`config.mk`:
```
export PLATFORM = sky130hd
export DESIGN_NAME = abtc_ctrl
export DESIGN_NICKNAME = d
export VERILOG_FILES = /design/src/design/abtc_pkg.sv /design/src/design/abtc_ctrl.sv
export VERILOG_INCLUDE_DIRS = /design/src /design/src/design
export SDC_FILE = /design/constraint.sdc
export NUM_CORES = 1
export LEC_CHECK = 0
export BUFFER_PORTS_ARGS = -buffer_cell sky130_fd_sc_hd__buf_2
export CORE_AREA = 4 4 41 43
export DETAILED_ROUTE_END_ITERATION = 8
export DIE_AREA = 0 0 45 47
export SLEW_MARGIN = 30
export SYNTH_ARGS = -nofsm -noshare
export SYNTH_HDL_FRONTEND = slang
export SYNTH_SLANG_ARGS = --single-unit
export TNS_END_PERCENT = 5
```
`constraint.sdc`:
```
create_clock -name clk_i -period 1.7 [get_ports clk_i]
set_clock_uncertainty 0.15 [all_clocks]
set_input_delay 0.34 -clock clk_i [delete_from_list [all_inputs] [get_ports clk_i]]
set_output_delay 0.34 -clock clk_i [all_outputs]
set_load 0.01 [all_outputs]
```
`src/design/assert_macros.svh`:
```
// Assertion macros shared by the cache tag controller RTL.
// No dependencies; included by the modules that carry assertions.
`ifndef ASSERT_MACROS_SVH
`define ASSERT_MACROS_SVH

`ifndef SYNTH
// Same-cycle implication checked on every rising clock edge outside reset.
`define ASSERT_IMP(name, clk, rst_n, ante, cons, msg) \
  name: assert property (@(posedge clk) disable iff (!rst_n) (ante) |-> (cons)) \
    else $error(msg);
// Next-cycle implication checked on every rising clock edge outside reset.
`define ASSERT_NXT(name, clk, rst_n, ante, cons, msg) \
  name: assert property (@(posedge clk) disable iff (!rst_n) (ante) |=> (cons)) \
    else $error(msg);
`else
`define ASSERT_IMP(name, clk, rst_n, ante, cons, msg)
`define ASSERT_NXT(name, clk, rst_n, ante, cons, msg)
`endif

`endif

```
`src/design/abtc_pkg.sv`:
```
// Shared constants, codes and control/status types of the cache tag controller.
// No dependencies; used by the interfaces and all modules.
`default_nettype none

package abtc_pkg;

  // Field widths fixed by the beat formats.
  localparam int OPC_W    = 2;
  localparam int DISK_W   = 4;
  localparam int BLOCK_W  = 8;
  localparam int STATUS_W = 2;
  localparam int SLOT_W   = 8;
  localparam int CFG_W    = 9;
  localparam int STAMP_W  = 32;
  localparam int TOTAL_W  = 32;

  // Operation codes.
  localparam logic [OPC_W-1:0] OP_LOOKUP = 2'd0;
  localparam logic [OPC_W-1:0] OP_INSERT = 2'd1;
  localparam logic [OPC_W-1:0] OP_UPDATE = 2'd2;
  localparam logic [OPC_W-1:0] OP_INVAL  = 2'd3;

  // Result status codes.
  localparam logic [STATUS_W-1:0] STS_OK       = 2'd0;
  localparam logic [STATUS_W-1:0] STS_MISS     = 2'd1;
  localparam logic [STATUS_W-1:0] STS_PRESENT  = 2'd2;
  localparam logic [STATUS_W-1:0] STS_DISABLED = 2'd3;

  // Commands from the controller to the datapath.
  typedef struct packed {
    logic load;
    logic scan;
    logic commit;
  } ctrl_cmd_t;

  // Status from the datapath to the controller.
  typedef struct packed {
    logic skip;
    logic scan_last;
    logic rsp_free;
  } dp_stat_t;

endpackage

`default_nettype wire

```
`src/design/abtc_ctrl.sv`:
```
// Sequencer of the cache tag controller: accept, scan, drain, commit.
// Depends on abtc_pkg and assert_macros.svh; drives abtc_dp.
`default_nettype none
`include "assert_macros.svh"

module abtc_ctrl (
  input  wire                      clk_i,
  input  wire                      rst_ni,
  input  wire                      req_valid_i,
  output logic                     idle_o,
  output abtc_pkg::ctrl_cmd_t      cmd_o,
  input  wire abtc_pkg::dp_stat_t  stat_i
);

  localparam logic [2:0] ST_IDLE   = 3'd0;
  localparam logic [2:0] ST_START  = 3'd1;
  localparam logic [2:0] ST_SCAN   = 3'd2;
  localparam logic [2:0] ST_DRAIN  = 3'd3;
  localparam logic [2:0] ST_COMMIT = 3'd4;

  logic [2:0] state_q, state_d;

  // Commands for the current state.
  assign idle_o        = (state_q == ST_IDLE);
  assign cmd_o.load    = idle_o && req_valid_i;
  assign cmd_o.scan    = (state_q == ST_SCAN);
  assign cmd_o.commit  = (state_q == ST_COMMIT) && stat_i.rsp_free;

  // Next state.
  always_comb begin
    state_d = state_q;
    case (state_q)
      ST_IDLE: begin
        if (req_valid_i) begin
          state_d = ST_START;
        end
      end
      ST_START: begin
        state_d = stat_i.skip ? ST_COMMIT : ST_SCAN;
      end
      ST_SCAN: begin
        if (stat_i.scan_last) begin
          state_d = ST_DRAIN;
        end
      end
      ST_DRAIN: begin
        state_d = ST_COMMIT;
      end
      ST_COMMIT: begin
        if (stat_i.rsp_free) begin
          state_d = ST_IDLE;
        end
      end
      default: begin
        state_d = ST_IDLE;
      end
    endcase
  end

  always_ff @(posedge clk_i or negedge rst_ni) begin
    if (!rst_ni) begin
      state_q <= ST_IDLE;
    end else begin
      state_q <= state_d;
    end
  end

  // The scan ends on the last active slot and its data is drained once.
  `ASSERT_NXT(a_scan_end, clk_i, rst_ni, cmd_o.scan && stat_i.scan_last, state_q == ST_DRAIN, "scan overran the active slots")
  // A committed beat returns the sequencer to idle.
  `ASSERT_NXT(a_commit_idle, clk_i, rst_ni, cmd_o.commit, idle_o, "sequencer did not return to idle after commit")
  // Load, scan and commit never overlap.
  `ASSERT_IMP(a_cmd_excl, clk_i, rst_ni, 1'b1, $onehot0({cmd_o.load, cmd_o.scan, cmd_o.commit}), "overlapping datapath commands")

endmodule

`default_nettype wire

```
==> metrics.yaml <==
outcome:
  status: "completed"
detailed_routing:
  drc: 0
  postRouteAntennaNets: 0
  wire_per_inst_um: 9.64
  drt_iter0_drc: 7
  drt_first_pass_iters: 4
  drt_wl_total_um: 424
  vias: 166
  vias_per_cell: 3.77
sta:
  worst_pin_slew_ns: 0.259
  fin_crit_ns: 1.64
  hold_slack_ns: 0.246
  fmax_mhz: 610
  slew_headroom_pct: 82.8
  period_share_pct: 96.5
  fin_setup_tns_ns: 0
  hold_viol_final: 0
  setup_violations: 0
  rsz0062_at_grt: "yes"
  slew_viol_final: 0
synth:
  yosysWarnings: 0
  yosysSeqAreaShare_pct: 48.4
  synth_cells: 15
  synth_cell_types: 12
  synth_top_area_share_pct: 48.4
  yosys.area.top_type: "dfrtp_1"
  synthTopCellsByArea: "dfrtp_1 48%, mux2i_1 6.5%, nor3_1 6.5%"
  synth_area_um2: 155
  syn_area_per_cell_um2: 10.3
  synth_seq_cells: 3
  syn_nets: 21
clock_network:
  clk_pin_slew_worst_paths_ns: 0.04
  cts_sinks: 3
  htreeDepth: 1
  clockRootBuffer: "clkbuf_4"
  cts_buffers: 3
  postCtsSetupBuffers: 0
  cts_tree: "yes"
  worstSkewPairLatency_ns: 0.23
  cts_buffer_depth: 2
floorplan:
  io_pins: 10
  start_util_pct: 11.9
  fp-row-count: 13
  die_w_um: 45
  fp.dieH_um: 47
  die-area_mm2: 0.00212
  core_mm2: 0.00130
worst_setup_path:
  max_stage_delay_ns: 0.44
  cp-end-kind: "primary output"
  cp-start-kind: "register"
  path_class: "register to primary output"
  path_cells: "nor3_2 > and2_1 > buf_2"
  crit_arrival_ns: 1.15
  required_ns: 1.21
  crit_fanout: 6
  critPathSlowestCell: "dfrtp_1"
  rr_worst_depth: 2
placement:
  io_buffers: 9
  placed_cell_area_um2: 219
  hpwl_um: 325
  dp.cells: 39
  place_congestion: 0.648
grt:
  grt_usage_pct: 5.38
  grt-ovfl-total: 0
  grt_start_max_net_pins: 8
  grt_pass1_wl_um: 696
  antenna_found_initial: 0
  grt_pass1_vias: 169
layout:
  reg_top3: "state_q (3)"
  largest_reg_flops: 3
  syn_to_final_growth_pct: 75.8
  utilization_pct: 21.0
  layout_common_cells: "9 x buf_2, 3 x clkbuf_4, 2 x dfrtp_1"
  stdcell_area_um2: 273
  stdcell_count: 44
  fillers: 157
  drive_above_1_share_pct: 58.6
  final_common_cell: "buf_2"
  regMostFlops: "state_q"
  final_nets: 36
  antenna_cells: 0
flow_run:
  drv_cap: 0
worst_hold_path:
  holdPathStages: 3
  hold_class: "primary input to register"
power_and_ir_drop:
  powerDensity_mw_per_mm2: 1750
  ir_drop_mv: 0.452
  total_leakage_power_nw: 0.126
[per-stage QoR]
step	power (W)	setup WS (ns)
3_5_place_dp	0.000323	0.274
3_3_place_gp	0.000320	0.270
2_1_floorplan	0.000251	0.231
6_report	0.000477	0.0598
4_1_cts	0.000459	0.0104
5_1_grt	0.000527	-0.0416
[final cells by class]
type	instances	area [um^2]	area share (%)
clock buffer	4	26.3	9.63
inverter	1	3.75	1.38
multi-input combinational	11	92.6	33.9
sequential	3	76.3	28.0
tap	15	18.8	6.88
timing repair buffer	10	55.1	20.2
[power by group]
part	total [W]	internal, W	switching, W
registers	0.000171	0.000107	0.0000640
clock network	0.000125	0.0000880	0.0000370
logic	0.000181	0.0000970	0.0000838
[synth_stat cells (all sizes together)]
| cell type | count |
|---|---|
| dfrtp | 3 |
| nor3 | 2 |
| a31o | 1 |
| and2 | 1 |
| inv | 1 |
| mux2i | 1 |
| nand2b | 1 |
| nor2 | 1 |
| nor3b | 1 |
| nor4b | 1 |
| o21ai | 1 |
| or4b | 1 |
[worst max-delay path, delay by kind of cell (launching register included)]
kind          cells  cell delay [ns]
simple gates      2             0.35
flops             1             0.44
buf+inv           1             0.12
[kinds of logic after synthesis]
group                  share of synthesized area, %
buffers and inverters                          2.42
and+or+nand+nor                                33.9
AOI/OAI and AO/OA                              8.87
DFF                                            48.4
muxes                                          6.45
[final timing paths]
path,startpoint,endpoint,slack (ns)
worst max-delay path,state_q[1],cmd_o[2],0.06
worst min-delay path,stat_i[0],state_q[2],0.25
worst max register to register,state_q[1],state_q[2],0.40
worst min register to register,state_q[2],state_q[0],0.37
max in group asynchronous,rst_ni,state_q[2],1.00
min in group asynchronous,rst_ni,state_q[1],0.28
[metal layers]
layer | global-route usage (%) | up-vias | wire length (um)
met1 | 5.92 | 73 | 198
met3 | 3.45 | 0 | 53
met4 | 8.77 | 0 | 0
met2 | 5.08 | 10 | 173
li1 | - | 83 | -
met5 | 0 | - | 0
[repair_timing]
action,4_1_cts,5_1_grt
hold buffers,1,0
setup endpoints to repair,0,4
hold endpoints to repair,3,0
gates resized for setup,0,4
Note: power is estimated with default switching activity, not from simulation.
